### src/rtl/core/lsfb_pkg.sv
`default_nettype none

package lsfb_pkg;

    typedef enum logic [1:0] {
        OP_WRITE = 2'd0,
        OP_READ  = 2'd1,
        OP_DIGIT = 2'd2,
        OP_FRAME = 2'd3
    } t_op;

    typedef enum logic [1:0] {
        PH_BLUE  = 2'd0,
        PH_RED   = 2'd1,
        PH_GREEN = 2'd2,
        PH_LATCH = 2'd3
    } t_phase;

    localparam int          DIGIT_SEGS = 7;
    localparam logic [7:0]  FRAME_MARK = 8'h80;
    localparam logic [2:0]  SEG_LAST   = 3'(DIGIT_SEGS - 1);

    // controller -> datapath
    typedef struct packed {
        logic capture;
        logic exec;
        logic load;
    } t_cmd;

    // datapath -> controller
    typedef struct packed {
        t_op  op;
        logic digit_last;
        logic out_free;
    } t_stat;

    // first LED of each seven-segment place
    function automatic logic [7:0] place_base(input logic [1:0] place);
        logic [7:0] base;
        case (place)
            2'd0:    base = 8'd65;
            2'd1:    base = 8'd58;
            2'd2:    base = 8'd50;
            default: base = 8'd43;
        endcase
        return base;
    endfunction

    // segment a in bit 0; figures above nine stay dark
    function automatic logic [6:0] seg_mask(input logic [3:0] value);
        logic [6:0] m;
        case (value)
            4'd0:    m = 7'h3F;
            4'd1:    m = 7'h06;
            4'd2:    m = 7'h5B;
            4'd3:    m = 7'h4F;
            4'd4:    m = 7'h66;
            4'd5:    m = 7'h6D;
            4'd6:    m = 7'h7D;
            4'd7:    m = 7'h07;
            4'd8:    m = 7'h7F;
            4'd9:    m = 7'h6F;
            default: m = 7'h00;
        endcase
        return m;
    endfunction

endpackage

`default_nettype wire

### src/rtl/core/led_strip_frame_buffer_top.sv
`default_nettype none

// channel   dir  handshake                   payload
// s_axis    in   tvalid/tready               tuser opcode, tdata item fields
// m_axis    out  tvalid/tready               tuser status, tdata, tlast
// cfg       in   i_cfg_valid/o_cfg_ready     segment_color
//
// Write, read and frame tick each go through capture, one buffer
// access on the RAM, then the load into the output register.
// Set digit makes seven segment writes through the RAM write port.
// Reset is synchronous; it clears the per-LED valid bits, so the buffer
// reads as zero at once with no clearing pass.
// A result waiting in the output register holds the next item at its end.

module led_strip_frame_buffer_top
    import lsfb_pkg::*;
#(
    parameter int LED_COUNT = 128
) (
    input  wire logic        i_clk,
    input  wire logic        i_rst_n,
    input  wire logic        i_s_axis_tvalid,
    output logic             o_s_axis_tready,
    // [7:0] start_offset, [15:8] run_length, [23:16] position,
    // [31:24] byte_data, [33:32] digit_place, [37:34] digit_value
    input  wire logic [39:0] i_s_axis_tdata,
    // [1:0] opcode
    input  wire logic [1:0]  i_s_axis_tuser,
    output logic             o_m_axis_tvalid,
    input  wire logic        i_m_axis_tready,
    // [7:0] read_data, [15:8] frame_byte
    output logic [15:0]      o_m_axis_tdata,
    // [0] status
    output logic             o_m_axis_tuser,
    output logic             o_m_axis_tlast,
    input  wire logic        i_cfg_valid,
    output logic             o_cfg_ready,
    input  wire logic [7:0]  i_cfg_data
);

    t_cmd  cmd;
    t_stat stat;

    assign o_cfg_ready = 1'b1;

    lsfb_ctrl u_ctrl (
        .i_clk      (i_clk),
        .i_rst_n    (i_rst_n),
        .i_in_valid (i_s_axis_tvalid),
        .o_in_ready (o_s_axis_tready),
        .i_stat     (stat),
        .o_cmd      (cmd)
    );

    lsfb_dp #(
        .LED_COUNT (LED_COUNT)
    ) u_dp (
        .i_clk          (i_clk),
        .i_rst_n        (i_rst_n),
        .i_cmd          (cmd),
        .o_stat         (stat),
        .i_opcode       (i_s_axis_tuser),
        .i_start_offset (i_s_axis_tdata[7:0]),
        .i_run_length   (i_s_axis_tdata[15:8]),
        .i_position     (i_s_axis_tdata[23:16]),
        .i_byte_data    (i_s_axis_tdata[31:24]),
        .i_digit_place  (i_s_axis_tdata[33:32]),
        .i_digit_value  (i_s_axis_tdata[37:34]),
        .i_cfg_we       (i_cfg_valid),
        .i_cfg_data     (i_cfg_data),
        .o_out_valid    (o_m_axis_tvalid),
        .i_out_ready    (i_m_axis_tready),
        .o_status       (o_m_axis_tuser),
        .o_read_data    (o_m_axis_tdata[7:0]),
        .o_frame_byte   (o_m_axis_tdata[15:8]),
        .o_frame_last   (o_m_axis_tlast)
    );

endmodule

`default_nettype wire

### src/rtl/core/lsfb_ram.sv
`default_nettype none

module lsfb_ram #(
    parameter int WIDTH = 8,
    parameter int DEPTH = 128
) (
    input  wire logic                     i_clk,
    input  wire logic                     i_we,
    input  wire logic [$clog2(DEPTH)-1:0] i_waddr,
    input  wire logic [WIDTH-1:0]         i_wdata,
    input  wire logic                     i_re,
    input  wire logic [$clog2(DEPTH)-1:0] i_raddr,
    output logic      [WIDTH-1:0]         o_rdata
);

    logic [WIDTH-1:0] r_mem [DEPTH];
    logic [WIDTH-1:0] r_rdata;

    always_ff @(posedge i_clk) begin
        if (i_we) begin
            r_mem[i_waddr] <= i_wdata;
        end
        if (i_re) begin
            r_rdata <= r_mem[i_raddr];
        end
    end

    assign o_rdata = r_rdata;

endmodule

`default_nettype wire

### src/rtl/core/lsfb_ctrl.sv
`default_nettype none

module lsfb_ctrl
    import lsfb_pkg::*;
(
    input  wire logic  i_clk,
    input  wire logic  i_rst_n,
    input  wire logic  i_in_valid,
    output logic       o_in_ready,
    input  wire t_stat i_stat,
    output t_cmd       o_cmd
);

    typedef enum logic [1:0] {
        S_IDLE,
        S_EXEC,
        S_PUT
    } t_state;

    t_state r_state;

    always_ff @(posedge i_clk) begin
        if (!i_rst_n) begin
            r_state <= S_IDLE;
        end else begin
            case (r_state)
                S_IDLE: begin
                    if (i_in_valid) r_state <= S_EXEC;
                end
                S_EXEC: begin
                    // a digit stays here for one write per segment
                    if (i_stat.op != OP_DIGIT || i_stat.digit_last) r_state <= S_PUT;
                end
                S_PUT: begin
                    if (i_stat.out_free) r_state <= S_IDLE;
                end
                default: r_state <= S_IDLE;
            endcase
        end
    end

    always_comb begin
        o_in_ready    = (r_state == S_IDLE);
        o_cmd.capture = (r_state == S_IDLE) && i_in_valid;
        o_cmd.exec    = (r_state == S_EXEC);
        o_cmd.load    = (r_state == S_PUT) && i_stat.out_free;
    end

endmodule

`default_nettype wire

### src/rtl/core/lsfb_dp.sv
`default_nettype none

module lsfb_dp
    import lsfb_pkg::*;
#(
    parameter int LED_COUNT = 128
) (
    input  wire logic        i_clk,
    input  wire logic        i_rst_n,
    input  wire t_cmd        i_cmd,
    output t_stat            o_stat,
    input  wire logic [1:0]  i_opcode,
    input  wire logic [7:0]  i_start_offset,
    input  wire logic [7:0]  i_run_length,
    input  wire logic [7:0]  i_position,
    input  wire logic [7:0]  i_byte_data,
    input  wire logic [1:0]  i_digit_place,
    input  wire logic [3:0]  i_digit_value,
    input  wire logic        i_cfg_we,
    input  wire logic [7:0]  i_cfg_data,
    output logic             o_out_valid,
    input  wire logic        i_out_ready,
    output logic             o_status,
    output logic [7:0]       o_read_data,
    output logic [7:0]       o_frame_byte,
    output logic             o_frame_last
);

    localparam int         AW   = $clog2(LED_COUNT);
    localparam logic [8:0] LC   = 9'(LED_COUNT);
    localparam logic [AW-1:0] LAST_LED = AW'(LED_COUNT - 1);

    // captured item
    t_op        r_op;
    logic [7:0] r_start, r_len, r_pos, r_data;
    logic [1:0] r_place;
    logic [3:0] r_value;
    logic [2:0] r_k;

    logic [7:0] r_color;

    // frame serializer position
    logic [AW-1:0] r_send_led;
    t_phase        r_send_phase;

    // execution results held for the output load
    logic   r_reject, r_hit, r_vld, r_flast;
    t_phase r_fphase;

    // per-entry valid bits; an unwritten LED reads as zero
    logic [LED_COUNT-1:0] r_valid;

    logic       r_out_valid, r_out_status, r_out_last;
    logic [7:0] r_out_rd, r_out_fb;

    logic [8:0]    run_end, idx, daddr;
    logic          reject, in_run, d_ok, dbit;
    logic [6:0]    seg;
    logic          we, re;
    logic [AW-1:0] waddr, raddr;
    logic [7:0]    wdata, rdata, pix, fb;
    logic          led_wrap;

    always_comb begin
        run_end = {1'b0, r_start} + {1'b0, r_len};
        reject  = ({1'b0, r_start} >= LC) || (run_end > LC);
        idx     = {1'b0, r_start} + {1'b0, r_pos};
        in_run  = !reject && (r_pos < r_len) && (idx < LC);

        daddr = {1'b0, place_base(r_place)} + {6'd0, r_k};
        d_ok  = (daddr < LC);
        seg   = seg_mask(r_value);
        dbit  = seg[r_k];

        we    = i_cmd.exec && (((r_op == OP_WRITE) && in_run) || ((r_op == OP_DIGIT) && d_ok));
        waddr = (r_op == OP_DIGIT) ? daddr[AW-1:0] : idx[AW-1:0];
        wdata = (r_op == OP_DIGIT) ? (dbit ? r_color : 8'd0) : r_data;
        re    = i_cmd.exec && ((r_op == OP_READ) || (r_op == OP_FRAME));
        raddr = (r_op == OP_FRAME) ? r_send_led : idx[AW-1:0];

        led_wrap = (r_send_led == LAST_LED);
    end

    lsfb_ram #(
        .WIDTH (8),
        .DEPTH (LED_COUNT)
    ) u_ram (
        .i_clk   (i_clk),
        .i_we    (we),
        .i_waddr (waddr),
        .i_wdata (wdata),
        .i_re    (re),
        .i_raddr (raddr),
        .o_rdata (rdata)
    );

    always_ff @(posedge i_clk) begin
        if (i_cmd.capture) begin
            r_op    <= t_op'(i_opcode);
            r_start <= i_start_offset;
            r_len   <= i_run_length;
            r_pos   <= i_position;
            r_data  <= i_byte_data;
            r_place <= i_digit_place;
            r_value <= i_digit_value;
        end
        if (i_cmd.exec) begin
            r_reject <= reject;
            r_hit    <= in_run;
            r_vld    <= r_valid[raddr];
            r_fphase <= r_send_phase;
            r_flast  <= (r_send_phase == PH_LATCH) && led_wrap;
        end
    end

    always_ff @(posedge i_clk) begin
        if (!i_rst_n) begin
            r_k          <= 3'd0;
            r_color      <= 8'd0;
            r_send_led   <= '0;
            r_send_phase <= PH_BLUE;
            r_valid      <= '0;
        end else begin
            if (i_cfg_we) r_color <= i_cfg_data;
            if (i_cmd.capture) begin
                r_k <= 3'd0;
            end else if (i_cmd.exec && r_op == OP_DIGIT) begin
                r_k <= r_k + 3'd1;
            end
            if (we) r_valid[waddr] <= 1'b1;
            if (i_cmd.exec && r_op == OP_FRAME) begin
                case (r_send_phase)
                    PH_BLUE: r_send_phase <= PH_RED;
                    PH_RED:  r_send_phase <= PH_GREEN;
                    PH_GREEN: begin
                        if (led_wrap) begin
                            r_send_led   <= '0;
                            r_send_phase <= PH_LATCH;
                        end else begin
                            r_send_led   <= r_send_led + AW'(1);
                            r_send_phase <= PH_BLUE;
                        end
                    end
                    PH_LATCH: begin
                        if (led_wrap) begin
                            r_send_led   <= '0;
                            r_send_phase <= PH_BLUE;
                        end else begin
                            r_send_led   <= r_send_led + AW'(1);
                        end
                    end
                    default: r_send_phase <= PH_BLUE;
                endcase
            end
        end
    end

    // strip byte: 0x80 marker, color bits in 6..4 (blue: two bits in 6..5); latch byte is zero
    always_comb begin
        pix = r_vld ? rdata : 8'd0;
        case (r_fphase)
            PH_BLUE:  fb = FRAME_MARK | {1'b0, pix[1:0], 5'd0};
            PH_RED:   fb = FRAME_MARK | {1'b0, pix[7:5], 4'd0};
            PH_GREEN: fb = FRAME_MARK | {1'b0, pix[4:2], 4'd0};
            default:  fb = 8'd0;
        endcase
    end

    always_ff @(posedge i_clk) begin
        if (!i_rst_n) begin
            r_out_valid <= 1'b0;
        end else if (i_cmd.load) begin
            r_out_valid <= 1'b1;
        end else if (i_out_ready) begin
            r_out_valid <= 1'b0;
        end
    end

    always_ff @(posedge i_clk) begin
        if (i_cmd.load) begin
            r_out_status <= ((r_op == OP_WRITE) || (r_op == OP_READ)) && r_reject;
            r_out_rd     <= ((r_op == OP_READ) && r_hit) ? pix : 8'd0;
            r_out_fb     <= (r_op == OP_FRAME) ? fb : 8'd0;
            r_out_last   <= (r_op == OP_FRAME) && r_flast;
        end
    end

    assign o_stat.op         = r_op;
    assign o_stat.digit_last = (r_k == SEG_LAST);
    assign o_stat.out_free   = !r_out_valid || i_out_ready;

    assign o_out_valid  = r_out_valid;
    assign o_status     = r_out_status;
    assign o_read_data  = r_out_rd;
    assign o_frame_byte = r_out_fb;
    assign o_frame_last = r_out_last;

endmodule

`default_nettype wire

### config.mk
export PLATFORM = sky130hd
export DESIGN_NAME = led_strip_frame_buffer_top
export DESIGN_NICKNAME = d
export VERILOG_FILES = /design/src/rtl/core/lsfb_pkg.sv /design/src/rtl/core/led_strip_frame_buffer_top.sv /design/src/rtl/core/lsfb_ram.sv /design/src/rtl/core/lsfb_ctrl.sv /design/src/rtl/core/lsfb_dp.sv
export SDC_FILE = /design/constraint.sdc
export NUM_CORES = 1
export LEC_CHECK = 0
export BUFFER_PORTS_ARGS = -buffer_cell sky130_fd_sc_hd__clkbuf_2
export CAP_MARGIN = 15
export CORE_ASPECT_RATIO = 1.25
export CORE_MARGIN = 4
export CORE_UTILIZATION = 50
export CTS_BUF_LIST = sky130_fd_sc_hd__clkbuf_8
export DETAILED_ROUTE_END_ITERATION = 10
export PLACE_DENSITY = 0.66
export SLEW_MARGIN = 0
export SYNTH_ARGS = -nofsm -noshare
export SYNTH_HDL_FRONTEND = slang
export SYNTH_HIERARCHICAL = 1
export SYNTH_SLANG_ARGS = --single-unit
### constraint.sdc
create_clock -name i_clk -period 10.72 [get_ports i_clk]
set_input_delay 2.144 -clock i_clk [delete_from_list [all_inputs] [get_ports i_clk]]
set_output_delay 2.144 -clock i_clk [all_outputs]
set_load 0.01 [all_outputs]
==> impl_metrics.py <==
metrics = {
    "route": {
        "drc": 0,
        "wl_mm": 114,
        "postRouteAntennaNets": 0,
        "drt-initial-drc-count": 2581,
        "vias": 25829,
        "drtPass1Iterations": 5,
        "via_per_inst": 6.04,
        "wl_per_cell_um": 26.6,
    },
    "power": {
        "ir_drop_uv": 138,
        "p_per_area_nw_per_um2": 186,
        "power_w": 0.0103,
        "leakage_nw": 17.6,
    },
    "synth": {
        "synth.avg_cell_area_um2": 18.7,
        "synth_largest_area_cell": "edfxtp_1",
        "yosys_warnings": 6,
        "synth_ff_type": "edfxtp_1",
        "yosysUniqueCellTypes": 79,
        "ys_seq_area_share_pct": 71.6,
        "async_flop_share_pct": 0,
        "netlist_instances": 2681,
        "synth_most_common_cell": "edfxtp_1",
        "ys_ff_latch": 1250,
        "synth-edff-count": 1092,
        "netlist_area_um2": 50200,
        "synth_top_area_share_pct": 65.3,
        "synth_top_cells_by_count": "edfxtp_1 (1092), mux4_2 (353), nand2_1 (209), nor2_1 (164), dfxtp_1 (158)",
        "synth_area_leaders": "edfxtp_1 (65%), mux4_2 (16%), dfxtp_1 (6.3%)",
    },
    "worst_hold_path": {
        "whs_endpoint": "u_dp/r_valid[92]",
        "hold_path_startpoint": "u_dp/r_valid[92]",
        "whs_path_depth": 2,
        "worstHoldPathType": "flip-flop to flip-flop",
    },
    "setup_path": {
        "cp_max_fo": 8,
        "worst_setup_path_end_kind": "flip-flop",
        "worstPathArrival_ns": 6.44,
        "slowest_delay_ns": 0.81,
        "setup.worst_path.start_class": "flip-flop",
        "critPathKind": "flip-flop to flip-flop",
        "critPathLaunch": "u_dp/r_len[0]",
        "worstReg2RegStart": "u_dp/r_len[0]",
        "crit_chain": "ha_1, fa_1, a211oi_2, o221a_2, o2111ai_1, nor4b_2, o211ai_1, nor2_1, o21a_1, nor2b_1, nand3_1, buf_4, nor2_1",
        "crit_slowest_cell": "nor2_1",
        "crit_top_cell": "nor2_1",
        "reg2reg_depth": 13,
        "reg2reg_to": "u_dp/u_ram/r_mem[126][1]",
        "critical_path.top_delay_family": "simple AND/OR/NAND/NOR gates",
        "cp_num_buf_inv": 1,
        "regToRegSetupSlack_ns": 4.74,
        "critPathRequiredTime_ns": 11.18,
    },
    "clock_tree": {
        "ctsHoldBuffers": 0,
        "cts_tree": "yes",
        "ctsResizeCount": 0,
        "cts_root_buffer": "clkbuf_8",
        "clk_pin_slew_ns": 0.06,
        "cts_buffers": 185,
        "htree_num_levels": 4,
        "post-cts-setup-buffers": 0,
        "clock_sinks": 1250,
        "clock_latency_ns": 0.86,
        "cts_buffer_depth": 3,
    },
    "final_layout": {
        "final_core_util_pct": 55.6,
        "syn_to_final_growth_pct": 10.1,
        "stdcell_count": 4278,
        "drive_gt1_share_pct": 25.3,
        "nets": 2921,
    },
    "floorplan": {
        "fp.dieW_um": 292,
        "start_util_pct": 50.5,
        "die_area_um2": 106000,
        "die_y_um": 362,
        "core_um2": 99400,
        "rows": 129,
        "io_pins": 76,
    },
    "sta": {
        "maxSlewHeadroom_pct": 20.7,
        "fin_crit_sh_pct": 55.7,
        "setup_tns_ns": 0,
        "fmax_mhz": 167,
        "hold_violations": 0,
        "drv_slew": 0,
        "rsz0062_at_grt": "no",
        "finalSetupViolCount": 0,
        "fin_crit_ns": 5.98,
        "worstMarginPinSlew_ns": 1.19,
        "skew_ns": 0.0254,
    },
    "place": {
        "dp.final_hpwl_mm": 69.9,
        "dp.cells": 3947,
        "gp_congestion": 0.809,
        "numPortBuffers": 68,
    },
    "global_route": {
        "overflow": 0,
        "grt_use_total_pct": 21.7,
        "grt_max_degree": 122,
        "grt_pass1_wl_mm": 171,
        "antenna_found_initial": 2,
        "grt_pass1_vias": 27041,
    },
    "job": {
        "drv_cap": 0,
    },
    "outcome": {
        "status": "complete, no violations",
    },
}
-- stage by stage --
| step | setup slack (ns) | hold slack, ns | instance area (um2) |
|---|---|---|---|
| floorplan | 6.10 | 0.417 | 50300 |
| global placement | 4.96 | 0.427 | 52000 |
| detailed placement | 4.85 | 0.441 | 52000 |
| CTS | 4.79 | 0.454 | 55300 |
| global route | 4.53 | 0.469 | 55300 |
| finish | 4.74 | 0.451 | 55300 |
-- cell usage in the layout (no fill, tap or decap), types with 13 or more instances in the layout --
master	synthesis	layout
clkbuf_8	0	193
nand4_1	13	13
clkbuf_2	0	67
and2_1	19	18
ha_1	38	38
o21ai_0	31	29
nand2_1	209	208
edfxtp_1	1092	1092
nor2b_1	31	31
clkinv_2	0	18
clkinv_1	0	30
nor2_1	164	164
dfxtp_1	158	158
mux2_2	20	20
nand3_1	20	20
a21oi_1	23	23
inv_1	30	102
mux4_2	353	353
buf_4	17	44
o31ai_1	115	114
mux2i_1	35	35
-- power by group --
part	total [W]	switching [W]	internal (W)	leakage, nW
registers	0.00540	0.0000180	0.00538	11.2
clock network	0.00347	0.00175	0.00172	1.97
logic	0.00145	0.000877	0.000574	4.50
total	0.0103	0.00265	0.00767	17.6
-- cell type report --
cell class	instances	area [um2]
Antenna cell	2	5.00
Tap cell	1310	1640
Timing Repair Buffer	112	686
Multi-Input combinational cell	1244	13600
Clock inverter	135	662
Fill cell	7559	44100
Inverter	32	146
Sequential cell	1250	36000
Clock buffer	193	2660
-- state kept, by name, indices dropped and copies added (netlist names), 2 cells and up --
name and cells:
u_ctrl/r_state 2, u_dp/o_frame_byte 4, u_dp/r_start 8, u_dp/u_ram/r_mem 1024, u_dp/r_color 8, u_dp/r_len 8
u_dp/u_ram/o_rdata 8, u_dp/r_pos 8, u_dp/o_read_data 8, u_dp/r_send_phase 2, u_dp/r_k 3, u_dp/r_value 4
u_dp/r_data 8, u_dp/r_valid 128, u_dp/seg 7, u_dp/r_op 2, u_dp/r_place 2, u_dp/r_fphase 2
u_dp/r_send_led 7
-- metal layers --
metal  part of all wire (%)  wire, um  GRT usage (%)  vias up
met2                     51     57800           36.4      984
met3                    7.7      8820           5.53      199
met1                     38     43500           27.7    13490
li1                       -         -              -    11156
met5                      0         0              0        -
met4                    3.2      3660           7.81        0
-- logic make-up (layout without fill, tap and decap cells) --
group | after synthesis | after routing | synth area share [%]
DFF | 1250 | 1250 | 71.6
and+or+nand+nor | 507 | 507 | 4.48
muxes | 409 | 409 | 17.0
AOI/OAI and AO/OA | 266 | 266 | 3.90
buffers and inverters | 190 | 472 | 1.71
adders and majority gates | 41 | 41 | 1.07
xor gates and xnor gates | 16 | 16 | 0.279
other | 2 | 7 | 0.0149
-- worst max path at each step --
| stage | end | slack [ns] | cells after the start |
|---|---|---|---|
| finish | u_dp/u_ram/r_mem[126][1] | 4.74 | 13 |
| global route | u_dp/u_ram/r_mem[126][1] | 4.53 | 13 |
| CTS | u_dp/u_ram/r_mem[126][1] | 4.79 | 13 |
| detailed placement | u_dp/u_ram/r_mem[126][5] | 4.85 | 13 |
| global placement | u_dp/u_ram/r_mem[126][0] | 4.96 | 13 |
| floorplan | u_dp/seg[4] | 6.10 | 6 |
-- worst reg2reg max path, cell delays in order, from the launching register on --
cell and delay (ns):
edfxtp_1 0.42, ha_1 0.24, fa_1 0.43, a211oi_2 0.38, o221a_2 0.27, o2111ai_1 0.17
nor4b_2 0.29, o211ai_1 0.27, nor2_1 0.36, o21a_1 0.43, nor2b_1 0.36, nand3_1 0.67
buf_4 0.47, nor2_1 0.81
No activity file was read; power rests on OpenSTA's default activity.
